$ cat src/plm_pkg.sv
// Shared types, widths and limits for the permutation statistics block.
// No dependencies; every other file imports this package.
`timescale 1ns / 1ps
`default_nettype none

package plm_pkg;

   // Longest permutation that is counted; longer runs freeze the state.
   localparam int MAX_LEN   = 64;

   localparam int VALUE_W   = 7;
   localparam int DIGIT_W   = 6;
   localparam int SUM_W     = 11;
   localparam int BITMAP_W  = MAX_LEN;
   localparam int IDX_W     = $clog2(BITMAP_W);
   localparam int COUNT_W   = $clog2(MAX_LEN + 1);
   localparam int PROD_W    = DIGIT_W + COUNT_W;
   localparam int CO_W      = (PROD_W > SUM_W) ? PROD_W : SUM_W;

   localparam int DIGIT_MAX = (1 << DIGIT_W) - 1;
   localparam int SUM_MAX   = (1 << SUM_W) - 1;

   typedef struct packed {
      logic [VALUE_W-1:0] element_value;
      logic               is_last;
   } req_type;

   typedef struct packed {
      logic [DIGIT_W-1:0] lehmer_digit;
      logic [SUM_W-1:0]   inversions;
      logic [SUM_W-1:0]   major_index;
      logic [SUM_W-1:0]   comajor_index;
      logic               is_permutation;
      logic               final_result;
   } rsp_type;

endpackage

`default_nettype wire

$ cat src/permutation_lehmer_statistics.sv
// Permutation statistics: Lehmer digit per entry, and inversions, major and
// comajor index and a permutation check on the last entry of each run.
// Each accepted word's result is in the output register in the next cycle; one word
// per cycle enters unless the output stalls; bitmap count and sums take one pass.
// Reset (synchronous, active high) clears the state and empties the output register;
// the state also clears itself after every last entry.
`timescale 1ns / 1ps
`default_nettype none

module permutation_lehmer_statistics (
   input  wire logic             clock,
   input  wire logic             reset,
   input  wire logic             req_valid,
   output logic                  req_ready,
   input  wire plm_pkg::req_type req_data,
   output logic                  rsp_valid,
   input  wire logic             rsp_ready,
   output plm_pkg::rsp_type      rsp_data
);
   import plm_pkg::*;

   logic                rsp_valid_ff, rsp_valid_in;
   rsp_type             rsp_ff;
   logic                advance;
   logic [BITMAP_W-1:0] seen;
   logic [COUNT_W-1:0]  rank;
   rsp_type             result;

   // A new word may enter whenever the output register is empty or draining.
   assign req_ready = !rsp_valid_ff || rsp_ready;
   assign advance   = req_valid && req_ready;

   plm_rank u_rank (
      .seen          (seen),
      .element_value (req_data.element_value),
      .rank          (rank)
   );

   plm_accum u_accum (
      .clock    (clock),
      .reset    (reset),
      .advance  (advance),
      .req_data (req_data),
      .rank     (rank),
      .seen     (seen),
      .result   (result)
   );

   always_comb begin
      rsp_valid_in = rsp_valid_ff;
      if (advance) begin
         rsp_valid_in = 1'b1;
      end else if (rsp_ready) begin
         rsp_valid_in = 1'b0;
      end
   end

   always_ff @(posedge clock) begin
      if (reset) begin
         rsp_valid_ff <= 1'b0;
      end else begin
         rsp_valid_ff <= rsp_valid_in;
      end
   end

   always_ff @(posedge clock) begin
      if (advance) begin
         rsp_ff <= result;
      end
   end

   assign rsp_valid = rsp_valid_ff;
   assign rsp_data  = rsp_ff;

endmodule

`default_nettype wire

$ cat src/plm_rank.sv
// Masked population count of the seen-values bitmap: how many seen values
// lie above the incoming entry. Depends on plm_pkg.
`timescale 1ns / 1ps
`default_nettype none

module plm_rank (
   input  wire logic [plm_pkg::BITMAP_W-1:0] seen,
   input  wire logic [plm_pkg::VALUE_W-1:0]  element_value,
   output logic      [plm_pkg::COUNT_W-1:0]  rank
);
   import plm_pkg::*;

   localparam int NGROUP = (BITMAP_W + 7) / 8;
   localparam int PAD_W  = NGROUP * 8;

   logic [BITMAP_W-1:0] above;
   logic [PAD_W-1:0]    padded;
   logic [3:0]          group_count [NGROUP];

   // Bit i stands for value i+1, so bits at index >= v hold values above v.
   always_comb begin
      for (int i = 0; i < BITMAP_W; i++) begin
         above[i] = seen[i] & (VALUE_W'(i) >= element_value);
      end
      padded = PAD_W'(above);
   end

   // Two-level count: eight bits per group, then the group totals.
   always_comb begin
      for (int g = 0; g < NGROUP; g++) begin
         group_count[g] = '0;
         for (int b = 0; b < 8; b++) begin
            group_count[g] = group_count[g] + 4'(padded[g*8 + b]);
         end
      end
      rank = '0;
      for (int g = 0; g < NGROUP; g++) begin
         rank = rank + COUNT_W'(group_count[g]);
      end
   end

endmodule

`default_nettype wire

$ cat src/plm_accum.sv
// Running state of the permutation (bitmap, counters, sums) and the result
// word built from it for the entry being taken. Depends on plm_pkg.
`timescale 1ns / 1ps
`default_nettype none

module plm_accum (
   input  wire logic                        clock,
   input  wire logic                        reset,
   input  wire logic                        advance,
   input  wire plm_pkg::req_type            req_data,
   input  wire logic [plm_pkg::COUNT_W-1:0] rank,
   output logic [plm_pkg::BITMAP_W-1:0]     seen,
   output plm_pkg::rsp_type                 result
);
   import plm_pkg::*;

   logic [BITMAP_W-1:0] seen_ff,     seen_in;
   logic [VALUE_W-1:0]  previous_ff, previous_in;
   logic [COUNT_W-1:0]  count_ff,    count_in;
   logic [SUM_W-1:0]    inv_ff,      inv_in;
   logic [SUM_W-1:0]    major_ff,    major_in;
   logic [DIGIT_W-1:0]  descent_ff,  descent_in;
   logic [VALUE_W-1:0]  largest_ff,  largest_in;
   logic                invalid_ff,  invalid_in;

   logic [VALUE_W-1:0]  v;
   logic [VALUE_W-1:0]  bit_pos;
   logic                in_range;
   logic [SUM_W:0]      inv_sum;
   logic [SUM_W:0]      major_sum;
   logic [PROD_W-1:0]   product;
   logic [CO_W-1:0]     co_raw;

   assign v        = req_data.element_value;
   assign in_range = (v != '0) && ({1'b0, v} <= (VALUE_W+1)'(MAX_LEN));
   assign bit_pos  = v - VALUE_W'(1);
   assign seen     = seen_ff;

   always_comb begin
      seen_in     = seen_ff;
      previous_in = previous_ff;
      count_in    = count_ff;
      inv_in      = inv_ff;
      major_in    = major_ff;
      descent_in  = descent_ff;
      largest_in  = largest_ff;
      invalid_in  = invalid_ff;
      inv_sum     = {1'b0, inv_ff} + (SUM_W+1)'(rank);
      major_sum   = {1'b0, major_ff} + (SUM_W+1)'(count_ff);

      // Past the length limit the state freezes; only the flag moves.
      if ({1'b0, count_ff} >= (COUNT_W+1)'(MAX_LEN)) begin
         invalid_in = 1'b1;
      end else begin
         if (in_range) begin
            if (seen_ff[bit_pos[IDX_W-1:0]]) begin
               invalid_in = 1'b1;
            end
            seen_in[bit_pos[IDX_W-1:0]] = 1'b1;
         end else begin
            invalid_in = 1'b1;
         end
         inv_in = (inv_sum > (SUM_W+1)'(SUM_MAX)) ? SUM_W'(SUM_MAX) : inv_sum[SUM_W-1:0];
         if ((count_ff != '0) && (previous_ff > v)) begin
            major_in = (major_sum > (SUM_W+1)'(SUM_MAX)) ?
                       SUM_W'(SUM_MAX) : major_sum[SUM_W-1:0];
            if (descent_ff != DIGIT_W'(DIGIT_MAX)) begin
               descent_in = descent_ff + DIGIT_W'(1);
            end
         end
         if (v > largest_ff) begin
            largest_in = v;
         end
         previous_in = v;
         count_in    = count_ff + COUNT_W'(1);
      end
   end

   // The comajor index uses the counts that include this entry.
   assign product = PROD_W'(descent_in) * PROD_W'(count_in);
   assign co_raw  = (CO_W'(product) >= CO_W'(major_in)) ?
                    CO_W'(product) - CO_W'(major_in) : '0;

   always_comb begin
      result.lehmer_digit   = ((COUNT_W+1)'(rank) > (COUNT_W+1)'(DIGIT_MAX)) ?
                              DIGIT_W'(DIGIT_MAX) : DIGIT_W'(rank);
      result.final_result   = req_data.is_last;
      result.inversions     = '0;
      result.major_index    = '0;
      result.comajor_index  = '0;
      result.is_permutation = 1'b0;
      if (req_data.is_last) begin
         result.inversions     = inv_in;
         result.major_index    = major_in;
         result.comajor_index  = (co_raw > CO_W'(SUM_MAX)) ?
                                 SUM_W'(SUM_MAX) : co_raw[SUM_W-1:0];
         result.is_permutation = !invalid_in &&
                                 ((COUNT_W+VALUE_W)'(largest_in) ==
                                  (COUNT_W+VALUE_W)'(count_in));
      end
   end

   always_ff @(posedge clock) begin
      if (reset || (advance && req_data.is_last)) begin
         seen_ff     <= '0;
         previous_ff <= '0;
         count_ff    <= '0;
         inv_ff      <= '0;
         major_ff    <= '0;
         descent_ff  <= '0;
         largest_ff  <= '0;
         invalid_ff  <= 1'b0;
      end else if (advance) begin
         seen_ff     <= seen_in;
         previous_ff <= previous_in;
         count_ff    <= count_in;
         inv_ff      <= inv_in;
         major_ff    <= major_in;
         descent_ff  <= descent_in;
         largest_ff  <= largest_in;
         invalid_ff  <= invalid_in;
      end
   end

endmodule

`default_nettype wire

$ cat config.mk
export PLATFORM = sky130hd
export DESIGN_NAME = permutation_lehmer_statistics
export DESIGN_NICKNAME = d
export VERILOG_FILES = /design/src/plm_pkg.sv /design/src/permutation_lehmer_statistics.sv /design/src/plm_rank.sv /design/src/plm_accum.sv
export SDC_FILE = /design/constraint.sdc
export NUM_CORES = 1
export LEC_CHECK = 0
export ABC_AREA = 1
export BUFFER_PORTS_ARGS = -buffer_cell sky130_fd_sc_hd__buf_4
export CAP_MARGIN = 20
export CELL_PAD_IN_SITES_DETAIL_PLACEMENT = 1
export CELL_PAD_IN_SITES_GLOBAL_PLACEMENT = 1
export CORE_MARGIN = 5
export CORE_UTILIZATION = 44
export CTS_BUF_LIST = sky130_fd_sc_hd__clkbuf_4 sky130_fd_sc_hd__clkbuf_8
export CTS_CLUSTER_SIZE = 40
export DETAILED_ROUTE_END_ITERATION = 10
export HOLD_SLACK_MARGIN = 0.05
export PLACE_DENSITY_LB_ADDON = 0.1
export SYNTH_ARGS = -nofsm -noshare
export SYNTH_HDL_FRONTEND = slang
export SYNTH_SLANG_ARGS = --single-unit
$ cat constraint.sdc
create_clock -name clock -period 28.6 [get_ports clock]
set_input_delay 8.58 -clock clock [delete_from_list [all_inputs] [get_ports clock]]
set_output_delay 8.58 -clock clock [all_outputs]
set_load 0.05 [all_outputs]
==> impl_metrics.prom, run 1 <==
# TYPE chip_impl_metric gauge
chip_impl_info{name="run_status",value="finished clean"} 1
chip_impl_metric{name="wl_per_cell",unit="µm"} 19.1
chip_impl_info{name="cts_tree",value="done"} 1
chip_impl_metric{name="placement.setup.worst_slack",unit="ns"} 9.37
chip_impl_metric{name="route.antenna.remaining_nets",unit=""} 0
chip_impl_info{name="end_kind",value="register"} 1
chip_impl_metric{name="worst_path_largest_cell_delay",unit="ns"} 0.57
chip_impl_metric{name="fp.dieW",unit="µm"} 183
chip_impl_info{name="slowest_stage_cell_on_the_critical_path",value="sky130_fd_sc_hd__nor2_1"} 1
chip_impl_metric{name="cts.reportedPaths.clkPinSlew",unit="ns"} 0.09
chip_impl_metric{name="cts_inserted_buffers",unit=""} 17
chip_impl_metric{name="drive_above_1_share",unit="%"} 8.43
chip_impl_metric{name="place.port_buffers",unit=""} 54
chip_impl_metric{name="grt.total_usage",unit="%"} 25.9
chip_impl_metric{name="worst_slew_pin_slew",unit="ns"} 1.03
chip_impl_metric{name="cp_data_arrival_time",unit="ns"} 19.01
chip_impl_metric{name="seq_area_frac_synth",unit="%"} 26.7
chip_impl_metric{name="drt_first_pass_iters",unit=""} 5
chip_impl_metric{name="top_level_ports",unit=""} 55
chip_impl_metric{name="fin_tns_setup",unit="ns"} 0
chip_impl_metric{name="pwr_density_cell",unit="nW/µm²"} 42.8
chip_impl_metric{name="timing.critical_path.fanout_max",unit=""} 17
chip_impl_metric{name="core_area",unit="µm²"} 29600
chip_impl_metric{name="internal_power",unit="W"} 0.000376
chip_impl_metric{name="grt_pass1_wl",unit="µm"} 68900
chip_impl_metric{name="syn-cell-area",unit="µm²"} 13200
chip_impl_metric{name="postCtsSetupRepairBufs",unit=""} 0
chip_impl_metric{name="dieArea",unit="µm²"} 33600
chip_impl_metric{name="clock_path_buffers",unit=""} 2
chip_impl_metric{name="synth_enable_flop_cells",unit=""} 41
chip_impl_metric{name="maxCapViolCount",unit=""} 0
chip_impl_metric{name="ys_async_sr_fraction",unit="%"} 0
chip_impl_metric{name="htreeDepth",unit=""} 4
chip_impl_metric{name="place.detailed.hpwl",unit="µm"} 33400
chip_impl_metric{name="skew",unit="ns"} 0.0211
chip_impl_metric{name="finish.cell_count_without_fillers",unit=""} 2229
chip_impl_info{name="postSynth.topFlopCell",value="sky130_fd_sc_hd__dfxtp_1"} 1
chip_impl_metric{name="synth-seq-cells",unit=""} 156
chip_impl_metric{name="cellLeakagePower",unit="nW"} 6.64
chip_impl_metric{name="post-layout-total-power",unit="W"} 0.000614
chip_impl_metric{name="cts.hold.buffers_added",unit=""} 0
chip_impl_metric{name="final_net_count",unit=""} 2020
chip_impl_metric{name="number_of_clock_sinks",unit=""} 156
chip_impl_info{name="unrepaired_setup_endpoints_after_global_routing",value="no"} 1
chip_impl_metric{name="syn_inst",unit=""} 1796
chip_impl_metric{name="mappedNetlistNets",unit=""} 1990
chip_impl_metric{name="wl",unit="µm"} 42600
chip_impl_metric{name="antennaDiodeCount",unit=""} 0
chip_impl_metric{name="drt_first_iter_violations",unit=""} 838
chip_impl_metric{name="overflow",unit=""} 0
chip_impl_metric{name="cts-resized-gates",unit=""} 0
chip_impl_metric{name="area_growth_synth_to_finish",unit="%"} 8.47
chip_impl_metric{name="via_per_inst",unit=""} 5.45
chip_impl_metric{name="worst_skew_pair.late_latency",unit="ns"} 0.47
chip_impl_metric{name="worstPathRequired",unit="ns"} 28.82
chip_impl_metric{name="largest_net_degree_at_the_start_of_global_routing",unit=""} 91
chip_impl_metric{name="sw_frac_of_total",unit="%"} 38.7
chip_impl_metric{name="layout_min_cycle_time",unit="ns"} 18.79
chip_impl_metric{name="avgSynthCellArea",unit="µm²"} 7.36
chip_impl_metric{name="std_cell_rows",unit=""} 63
chip_impl_info{name="criticalPathCategory",value="input pin to register"} 1
chip_impl_info{name="cpLargestDelayFamily",value="adder cells"} 1
chip_impl_metric{name="critical_path_buf_inv_count",unit=""} 9
chip_impl_metric{name="worst_ir_drop_vdd",unit="µV"} 23.7
chip_impl_metric{name="p_comb_share",unit="%"} 30.8
chip_impl_metric{name="fin_ws",unit="ns"} 9.81
chip_impl_metric{name="achievable-frequency",unit="MHz"} 53.2
chip_impl_metric{name="final_weighted_congestion_in_routability_driven_placement",unit=""} 1.00
chip_impl_metric{name="dieHeight",unit="µm"} 183
chip_impl_metric{name="power.clock.fraction",unit="%"} 28.9
chip_impl_info{name="worst_path_most_repeated_cell",value="sky130_fd_sc_hd__fa_1"} 1
chip_impl_metric{name="residual_drc_count",unit=""} 0
chip_impl_metric{name="final_hold_viol_count",unit=""} 0
chip_impl_info{name="clk_root_buffer_cell",value="sky130_fd_sc_hd__clkbuf_8"} 1
chip_impl_info{name="hold_path.class",value="register to register"} 1
chip_impl_metric{name="vias_in_the_first_global_route",unit=""} 12600
chip_impl_metric{name="slew_headroom",unit="%"} 31.6
chip_impl_info{name="critPathLaunchType",value="input pin"} 1
chip_impl_metric{name="finalMaxSlewViolations",unit=""} 0
chip_impl_metric{name="synth_warnings",unit=""} 0
chip_impl_metric{name="numPlacedInstances",unit=""} 2196
chip_impl_metric{name="p_sw",unit="W"} 0.000238
chip_impl_metric{name="start_util",unit="%"} 44.6
chip_impl_metric{name="sequential_fraction_of_design_power",unit="%"} 40.4
chip_impl_metric{name="grt_antenna_before_repair",unit=""} 0
chip_impl_metric{name="routed-via-count",unit=""} 12100
chip_impl_metric{name="period_share",unit="%"} 65.7
chip_impl_metric{name="finalSetupViolations",unit=""} 0
chip_impl_metric{name="yosysUniqueCellTypes",unit=""} 60
## sequential cells by signal, indices dropped and copies added (netlist names)
name / flops
u_accum.count_ff: 7
u_accum.invalid_ff: 1
rsp_data: 41
rsp_valid: 1
u_accum.previous_ff: 7
u_accum.major_ff: 11
u_accum.largest_ff: 7
u_accum.descent_ff: 6
u_accum.inv_ff: 11
u_accum.seen: 64
## synthesized netlist by cell type, types with 17 or more instances
| cell type | count | share of area [%] |
|---|---|---|
| sky130_fd_sc_hd__dfxtp_1 | 115 | 17 |
| sky130_fd_sc_hd__buf_2 | 17 | 0.64 |
| sky130_fd_sc_hd__nand3_1 | 82 | 3.1 |
| sky130_fd_sc_hd__clkbuf_1 | 25 | 0.71 |
| sky130_fd_sc_hd__inv_1 | 290 | 8.2 |
| sky130_fd_sc_hd__fa_1 | 75 | 11 |
| sky130_fd_sc_hd__o21ai_0 | 115 | 4.4 |
| sky130_fd_sc_hd__xor2_1 | 29 | 1.9 |
| sky130_fd_sc_hd__xnor2_1 | 17 | 1.1 |
| sky130_fd_sc_hd__edfxtp_1 | 41 | 9.3 |
| sky130_fd_sc_hd__a21oi_1 | 155 | 5.9 |
| sky130_fd_sc_hd__nor2_1 | 179 | 5.1 |
| sky130_fd_sc_hd__nand2_1 | 388 | 11 |
| sky130_fd_sc_hd__ha_1 | 107 | 10 |
| sky130_fd_sc_hd__nand4_1 | 19 | 0.90 |
## cells in the final DEF, fill, tap and decap left out, types with 3 or more instances in the layout
master,instances
sky130_fd_sc_hd__nor3_1,6
sky130_fd_sc_hd__buf_4,60
sky130_fd_sc_hd__edfxtp_1,41
sky130_fd_sc_hd__o21ai_1,4
sky130_fd_sc_hd__nor2_4,15
sky130_fd_sc_hd__o221ai_1,7
sky130_fd_sc_hd__dfxtp_1,115
sky130_fd_sc_hd__inv_2,10
sky130_fd_sc_hd__xor2_1,29
sky130_fd_sc_hd__fa_1,75
sky130_fd_sc_hd__o22ai_1,4
sky130_fd_sc_hd__or2_2,4
sky130_fd_sc_hd__xnor2_1,17
sky130_fd_sc_hd__nor2_2,5
sky130_fd_sc_hd__nor3_2,4
sky130_fd_sc_hd__nand3b_1,3
sky130_fd_sc_hd__ha_1,107
sky130_fd_sc_hd__clkbuf_8,17
sky130_fd_sc_hd__o21ai_0,115
sky130_fd_sc_hd__nor2_1,179
sky130_fd_sc_hd__nand2_1,387
sky130_fd_sc_hd__o211ai_1,13
sky130_fd_sc_hd__a21o_1,4
sky130_fd_sc_hd__inv_1,289
sky130_fd_sc_hd__nand4_1,19
sky130_fd_sc_hd__inv_6,6
sky130_fd_sc_hd__clkinv_1,5
sky130_fd_sc_hd__nand2_2,7
sky130_fd_sc_hd__nand3_1,82
sky130_fd_sc_hd__nand2_4,4
sky130_fd_sc_hd__a21oi_1,155
sky130_fd_sc_hd__a31oi_1,3
sky130_fd_sc_hd__clkinv_4,3
sky130_fd_sc_hd__o311ai_0,5
sky130_fd_sc_hd__a211oi_1,5
## cell families (layout without fill, tap and decap cells)
logic type | after synthesis | count (layout) | share of synthesized area (%)
DFF | 156 | 156 | 26.7
AOI/OAI and AO/OA | 329 | 329 | 13.6
buffers and inverters | 355 | 398 | 10.6
adders and majority gates | 182 | 182 | 21.5
xor gates and xnor gates | 49 | 49 | 3.42
and+or+nand+nor | 725 | 725 | 24.1
## power groups by stage
| stage | registers [W] | clock network [W] | logic, W |
|---|---|---|---|
| final | 0.000248 | 0.000177 | 0.000189 |
| after global routing | 0.000249 | 0.000189 | 0.000210 |
| after CTS | 0.000248 | 0.000181 | 0.000189 |
| after detailed placement | 0.000253 | 0 | 0.000188 |
| after global placement | 0.000252 | 0 | 0.000184 |
| after floorplan | 0.000274 | 0 | 0.000115 |
## metrics by stage
stage	hold WS (ns)	cell area, µm²	util [%]
floorplan	0.442	13200	-
global placement	0.463	13900	46.9
detailed placement	0.473	13900	46.9
CTS	0.488	14300	48.3
global route	0.509	14300	48.4
finish	0.488	14300	48.4
## tightest hold or removal path: stages (launching register included)
cell and delay (ns):
sky130_fd_sc_hd__dfxtp_1 0.32, sky130_fd_sc_hd__inv_1 0.06, sky130_fd_sc_hd__a21oi_1 0.06
## final cells by class
type                       count  area [µm²]
fill                        3859       15300
tap                          390         488
timing repair buffer          61         478
sequential                   156        3530
clock buffer                  17         234
multi-input combinational   1285        8290
clock inverter                15         160
inverter                     305        1160
## metal layers
metal | routed length (µm) | part of all wire (%) | GRT usage [%] | vias up
li1 | - | - | - | 5832
met1 | 20600 | 48 | 38.0 | 5895
met2 | 18500 | 43 | 40.5 | 362
met3 | 2840 | 6.7 | 3.93 | 50
met4 | 666 | 1.6 | 5.57 | 0
met5 | 0 | 0 | 0 | -
## final timing paths
path	startpoint	to	slack (ns)	depth (start not counted)
max	req_data[7]	rsp_data[28]	9.81	40
min	u_accum.seen[31]	u_accum.seen[31]	0.49	2
min reg2reg	u_accum.seen[31]	u_accum.seen[31]	0.49	2
max reg2reg	u_accum.seen[9]	rsp_data[28]	19.00	36
Note: power is estimated with default switching activity, not from simulation.
==> run 2: changes to the inputs <==
- clock period: 28.6 -> 17.3 ns (I/O delays scaled with it)
==> run 2 against run 1 <==
  * Cell count is essentially flat
  * Via count shrank 0.24%
  * Die area is the same
  * Clock skew shrank 0.0048 ns
  * Wire length grew 0.61%
  * First-iteration DRC count grew 8.8%
==> impl_metrics.prom, run 2 (synthesis results as in run 1) <==
# TYPE chip_impl_metric gauge
chip_impl_metric{name="overflow",unit=""} 0
chip_impl_metric{name="number_of_clock_sinks",unit=""} 156
chip_impl_info{name="clk_root_buffer_cell",value="sky130_fd_sc_hd__clkbuf_8"} 1
chip_impl_metric{name="worst_slew_pin_slew",unit="ns"} 1.12
chip_impl_metric{name="vias_in_the_first_global_route",unit=""} 12500
chip_impl_metric{name="skew",unit="ns"} 0.0163
chip_impl_metric{name="timing.critical_path.fanout_max",unit=""} 17
chip_impl_metric{name="dieArea",unit="µm²"} 33600
chip_impl_metric{name="dieHeight",unit="µm"} 183
chip_impl_metric{name="worst_skew_pair.late_latency",unit="ns"} 0.47
chip_impl_metric{name="std_cell_rows",unit=""} 63
chip_impl_metric{name="cts-resized-gates",unit=""} 0
chip_impl_metric{name="largest_net_degree_at_the_start_of_global_routing",unit=""} 91
chip_impl_metric{name="final.fill_count",unit=""} 3844
chip_impl_metric{name="final_weighted_congestion_in_routability_driven_placement",unit=""} 1.00
chip_impl_metric{name="area_of_combinational_cells_with_multiple_inputs",unit="µm²"} 8290
chip_impl_metric{name="largest_register_ff_count",unit=""} 64
chip_impl_info{name="slowest_stage_cell_on_the_critical_path",value="sky130_fd_sc_hd__nor2_1"} 1
chip_impl_metric{name="grt.total_usage",unit="%"} 25.8
chip_impl_metric{name="achievable-frequency",unit="MHz"} 64.7
chip_impl_metric{name="fin_tns_setup",unit="ns"} 0
chip_impl_metric{name="layout_min_cycle_time",unit="ns"} 15.45
chip_impl_metric{name="top_level_ports",unit=""} 55
chip_impl_metric{name="pwr_density_cell",unit="nW/µm²"} 70.2
chip_impl_metric{name="seq_area",unit="µm²"} 3530
chip_impl_metric{name="grt_pass1_wl",unit="µm"} 68400
chip_impl_metric{name="grt_antenna_before_repair",unit=""} 0
chip_impl_metric{name="residual_drc_count",unit=""} 0
chip_impl_info{name="run_status",value="finished clean"} 1
chip_impl_info{name="end_kind",value="register"} 1
chip_impl_metric{name="final_hold_viol_count",unit=""} 0
chip_impl_metric{name="cts_inserted_buffers",unit=""} 17
chip_impl_metric{name="cp_data_arrival_time",unit="ns"} 15.68
chip_impl_metric{name="postCtsSetupRepairBufs",unit=""} 0
chip_impl_info{name="layout.cells.most_common_list",value="sky130_fd_sc_hd__nand2_1 (387), sky130_fd_sc_hd__inv_1 (289), sky130_fd_sc_hd__nor2_1 (179)"} 1
chip_impl_metric{name="routed-via-count",unit=""} 12100
chip_impl_metric{name="worst_ir_drop_vdd",unit="µV"} 42.7
chip_impl_metric{name="worst_path_largest_cell_delay",unit="ns"} 0.57
chip_impl_metric{name="drt_first_iter_violations",unit=""} 912
chip_impl_metric{name="finish.cell_count_without_fillers",unit=""} 2228
chip_impl_metric{name="cellLeakagePower",unit="nW"} 6.62
chip_impl_metric{name="core_area",unit="µm²"} 29600
chip_impl_metric{name="htreeDepth",unit=""} 4
chip_impl_metric{name="wl",unit="µm"} 42900
chip_impl_info{name="unrepaired_setup_endpoints_after_global_routing",value="no"} 1
chip_impl_metric{name="period_share",unit="%"} 89.3
chip_impl_metric{name="start_util",unit="%"} 44.6
chip_impl_metric{name="drt_first_pass_iters",unit=""} 6
chip_impl_metric{name="clock_path_buffers",unit=""} 2
chip_impl_metric{name="cts.reportedPaths.clkPinSlew",unit="ns"} 0.10
chip_impl_metric{name="finalMaxSlewViolations",unit=""} 0
chip_impl_metric{name="drive_above_1_share",unit="%"} 8.43
chip_impl_metric{name="cts.hold.buffers_added",unit=""} 0
chip_impl_info{name="layout_commonest_cell",value="sky130_fd_sc_hd__nand2_1"} 1
chip_impl_metric{name="place.port_buffers",unit=""} 54
chip_impl_metric{name="worstPathRequired",unit="ns"} 17.54
chip_impl_metric{name="antennaDiodeCount",unit=""} 0
chip_impl_metric{name="slew_headroom",unit="%"} 25.2
chip_impl_info{name="cts_tree",value="done"} 1
chip_impl_info{name="critPathLaunchType",value="input pin"} 1
chip_impl_metric{name="maxCapViolCount",unit=""} 0
chip_impl_metric{name="wl_per_cell",unit="µm"} 19.2
chip_impl_metric{name="place.detailed.hpwl",unit="µm"} 33600
chip_impl_metric{name="finalSetupViolations",unit=""} 0
chip_impl_metric{name="via_per_inst",unit=""} 5.44
chip_impl_metric{name="numPlacedInstances",unit=""} 2196
chip_impl_info{name="criticalPathCategory",value="input pin to register"} 1
chip_impl_metric{name="final_core_utilization",unit="%"} 48.2
chip_impl_metric{name="fp.dieW",unit="µm"} 183
chip_impl_metric{name="route.antenna.remaining_nets",unit=""} 0
chip_impl_metric{name="area_growth_synth_to_finish",unit="%"} 8.10
chip_impl_metric{name="final_net_count",unit=""} 2019
chip_impl_info{name="hold_path.class",value="register to register"} 1
## run 2: cell types whose count changed in the layout (fill, tap and decap cells not counted), sizes merged
| cell | before | now |
|---|---|---|
| buf | 61 | 60 |
| bufinv | 2 | 1 |
| clkinvlp | 2 | 4 |
| inv | 307 | 306 |
## run 2: final cells by class
type	instances	share of cell area, %
sequential	156	24.7
multi-input combinational	1285	58.0
timing repair buffer	60	3.15
clock buffer	17	1.64
inverter	305	8.10
tap	390	3.42
clock inverter	15	0.972
## run 2: worst paths after layout
kind                         start  cells past startpoint  slack, ns                to
hold reg to reg   u_accum.seen[31]                      2       0.48  u_accum.seen[31]
setup reg to reg   u_accum.seen[9]                     36       7.74      rsp_data[26]
setup / recovery       req_data[7]                     40       1.85      rsp_data[26]
hold / removal    u_accum.seen[31]                      2       0.48  u_accum.seen[31]
## run 2: layer usage
layer  vias to the layer above  part of all wire [%]  global-route usage [%]
met3                        61                   5.8                    4.11
met4                         0                   2.0                    5.78
met1                      5911                    49                    38.1
li1                       5815                     -                       -
met5                         -                     0                       0
met2                       323                    43                    40.1
## run 2: through the flow
step	total power (W)	worst slack (ns)	hold slack (ns)	cell area, µm²
2_1_floorplan	0.000644	3.30	0.442	13200
3_3_place_gp	0.000721	1.86	0.463	13900
3_5_place_dp	0.000728	1.46	0.471	13900
4_1_cts	0.00101	1.96	0.486	14300
5_1_grt	0.00106	1.13	0.517	14300
6_report	0.00100	1.85	0.482	14300
## run 2: worst max-delay path: cells and delay by family
kind | cells | cell delay [ns]
adders and majority gates | 12 | 5.25
AOI/OAI and AO/OA | 9 | 1.60
xor gates and xnor gates | 3 | 0.60
and+or+nand+nor | 6 | 1.97
buffers and inverters | 10 | 1.06
## run 2: power breakdown
group	internal (W)	switching [W]	leakage (nW)
Sequential	0.000398	0.0000117	1.35
Combinational	0.0000925	0.000221	5.09
Clock	0.000116	0.000164	0.180
==> run 3: changes to the inputs <==
- GPL_TIMING_DRIVEN: default -> 0
==> run 3 against run 2 <==
  * Via count rose by 2.4%
  * Design area rose by 1.6%
  * Largest power group unchanged
  * Setup slack improved by 0.20 ns
  * Highest routed layer is now met5
  * First-iteration DRC count rose by 8.9%
  * Maximum frequency rose by 1.3%
  * Sequential power barely moved
  * Clock skew rose by 0.0044 ns
  * Cell count rose by 2.0%
==> impl_metrics.prom, run 3 (synthesis results as in run 1) <==
# TYPE chip_impl_metric gauge
chip_impl_info{name="run_status",value="finished clean"} 1
chip_impl_metric{name="finalSetupViolations",unit=""} 0
chip_impl_metric{name="start_util",unit="%"} 44.6
chip_impl_metric{name="wl",unit="µm"} 45200
chip_impl_metric{name="area_of_all_placed_cells_without_fillers",unit="µm²"} 14500
chip_impl_metric{name="grt.total_usage",unit="%"} 27.1
chip_impl_metric{name="timing.critical_path.fanout_max",unit=""} 13
chip_impl_metric{name="final_hold_viol_count",unit=""} 0
chip_impl_metric{name="drt_first_pass_iters",unit=""} 5
chip_impl_metric{name="cts.hold.buffers_added",unit=""} 0
chip_impl_metric{name="place.port_buffers",unit=""} 54
chip_impl_metric{name="drive_above_1_share",unit="%"} 9.19
chip_impl_metric{name="clock_path_buffers",unit=""} 2
chip_impl_metric{name="worst_skew_pair.late_latency",unit="ns"} 0.49
chip_impl_metric{name="cts_inserted_buffers",unit=""} 17
chip_impl_metric{name="fin_ws",unit="ns"} 2.06
chip_impl_metric{name="number_of_clock_sinks",unit=""} 156
chip_impl_metric{name="skew",unit="ns"} 0.0206
chip_impl_info{name="unrepaired_setup_endpoints_after_global_routing",value="no"} 1
chip_impl_metric{name="largest_register_ff_count",unit=""} 64
chip_impl_metric{name="wl_per_cell",unit="µm"} 19.9
chip_impl_metric{name="route.antenna.remaining_nets",unit=""} 0
chip_impl_metric{name="dieHeight",unit="µm"} 183
chip_impl_metric{name="period_share",unit="%"} 88.1
chip_impl_metric{name="dieArea",unit="µm²"} 33600
chip_impl_metric{name="numPlacedInstances",unit=""} 2241
chip_impl_info{name="critPathLaunchType",value="input pin"} 1
chip_impl_metric{name="cp_data_arrival_time",unit="ns"} 15.47
chip_impl_metric{name="cts.reportedPaths.clkPinSlew",unit="ns"} 0.09
chip_impl_metric{name="cellLeakagePower",unit="nW"} 6.74
chip_impl_metric{name="postCtsSetupRepairBufs",unit=""} 0
chip_impl_metric{name="finalMaxSlewViolations",unit=""} 0
chip_impl_metric{name="fp.dieW",unit="µm"} 183
chip_impl_metric{name="grt_pass1_wl",unit="µm"} 70800
chip_impl_metric{name="std_cell_rows",unit=""} 63
chip_impl_info{name="layout.cells.most_common_list",value="sky130_fd_sc_hd__nand2_1 (388), sky130_fd_sc_hd__inv_1 (290), sky130_fd_sc_hd__nor2_1 (179)"} 1
chip_impl_metric{name="fin_tns_setup",unit="ns"} 0
chip_impl_info{name="slowest_stage_cell_on_the_critical_path",value="sky130_fd_sc_hd__fa_1"} 1
chip_impl_metric{name="r2r_setup_slack",unit="ns"} 7.32
chip_impl_metric{name="top_level_ports",unit=""} 55
chip_impl_metric{name="placement.setup.worst_slack",unit="ns"} 1.58
chip_impl_metric{name="residual_drc_count",unit=""} 0
chip_impl_metric{name="vias_in_the_first_global_route",unit=""} 12400
chip_impl_metric{name="area_growth_synth_to_finish",unit="%"} 9.83
chip_impl_metric{name="drt_first_iter_violations",unit=""} 993
chip_impl_metric{name="largest_net_degree_at_the_start_of_global_routing",unit=""} 41
chip_impl_metric{name="core_area",unit="µm²"} 29600
chip_impl_metric{name="antennaDiodeCount",unit=""} 0
chip_impl_info{name="hold_path.class",value="register to register"} 1
chip_impl_info{name="clk_root_buffer_cell",value="sky130_fd_sc_hd__clkbuf_8"} 1
chip_impl_metric{name="maxCapViolCount",unit=""} 0
chip_impl_metric{name="layout_min_cycle_time",unit="ns"} 15.24
chip_impl_info{name="layout_commonest_cell",value="sky130_fd_sc_hd__nand2_1"} 1
chip_impl_metric{name="worst_ir_drop_vdd",unit="µV"} 42.5
chip_impl_metric{name="worstPathRequired",unit="ns"} 17.53
chip_impl_metric{name="worst_slew_pin_slew",unit="ns"} 0.898
chip_impl_metric{name="grt_antenna_before_repair",unit=""} 1
chip_impl_metric{name="finish.cell_count_without_fillers",unit=""} 2273
chip_impl_metric{name="routed-via-count",unit=""} 12400
chip_impl_metric{name="slew_headroom",unit="%"} 39.5
chip_impl_metric{name="final_net_count",unit=""} 2064
chip_impl_metric{name="place.detailed.hpwl",unit="µm"} 36400
chip_impl_metric{name="via_per_inst",unit=""} 5.45
chip_impl_metric{name="htreeDepth",unit=""} 4
chip_impl_metric{name="final_weighted_congestion_in_routability_driven_placement",unit=""} 0.933
chip_impl_metric{name="achievable-frequency",unit="MHz"} 65.6
chip_impl_metric{name="critical_path_buf_inv_count",unit=""} 11
chip_impl_metric{name="cts-resized-gates",unit=""} 0
chip_impl_info{name="cpLargestDelayFamily",value="adder cells"} 1
chip_impl_metric{name="detailed_place.area",unit="µm²"} 14100
chip_impl_metric{name="overflow",unit=""} 0
chip_impl_metric{name="worst_path_largest_cell_delay",unit="ns"} 0.55
chip_impl_metric{name="pwr_density_cell",unit="nW/µm²"} 70.1
chip_impl_info{name="criticalPathCategory",value="input pin to register"} 1
chip_impl_info{name="cts_tree",value="done"} 1
chip_impl_info{name="end_kind",value="register"} 1
## run 3: cell count changes in the layout (fill, tap and decap cells not counted), moves of 2 or more
cell	delta
sky130_fd_sc_hd__buf_2	+17
sky130_fd_sc_hd__clkbuf_1	+24
sky130_fd_sc_hd__clkinvlp_2	-2
sky130_fd_sc_hd__buf_6	+2
sky130_fd_sc_hd__clkinvlp_4	+2
## run 3: area by class of cell
| type | count | area (µm²) |
|---|---|---|
| clock inverters | 14 | 136 |
| inverters | 305 | 1160 |
| flip-flops and latches | 156 | 3530 |
| fillers | 3850 | 15100 |
| well taps | 390 | 488 |
| clock buffers | 18 | 248 |
| repair buffers | 55 | 425 |
| multi-input cells | 1285 | 8280 |
| plain buffers | 50 | 244 |
## run 3: worst paths after layout
path / startpoint / endpoint / cells after the start
max: req_data[1] / rsp_data[28] / 42
min: u_accum.previous_ff[0] / u_accum.previous_ff[0] / 2
max reg2reg: u_accum.seen[9] / rsp_data[28] / 36
min reg2reg: u_accum.previous_ff[0] / u_accum.previous_ff[0] / 2
## run 3: metrics by stage
| step | power [W] | utilization, % | hold WS, ns |
|---|---|---|---|
| 5_1_grt | 0.00107 | 49.0 | 0.503 |
| 6_report | 0.00102 | 49.0 | 0.483 |
| 4_1_cts | 0.00102 | 49.0 | 0.486 |
| 3_3_place_gp | 0.000732 | 47.6 | 0.457 |
| 2_1_floorplan | 0.000644 | - | 0.442 |
| 3_5_place_dp | 0.000739 | 47.7 | 0.468 |
## run 3: power by group
group | leakage (nW) | internal [W] | switching, W
combinational | 5.21 | 0.0000976 | 0.000226
clock | 0.182 | 0.000120 | 0.000164
sequential | 1.35 | 0.000398 | 0.0000117
## run 3: worst min-delay path, delay by kind of cell, from the launching register on
kind / cells / cell delay, ns
AO/OA/AOI/OAI: 1 / 0.07
flip-flops: 1 / 0.31
buffers and inverters: 1 / 0.06
## run 3: per-layer routing
layer / global-route usage [%] / wire (µm) / vias to the layer above
met5: 0 / 8 / -
met4: 5.39 / 622 / 2
met3: 5.22 / 3510 / 52
met2: 39.8 / 18800 / 381
met1: 41.5 / 22300 / 6039
li1: - / - / 5924
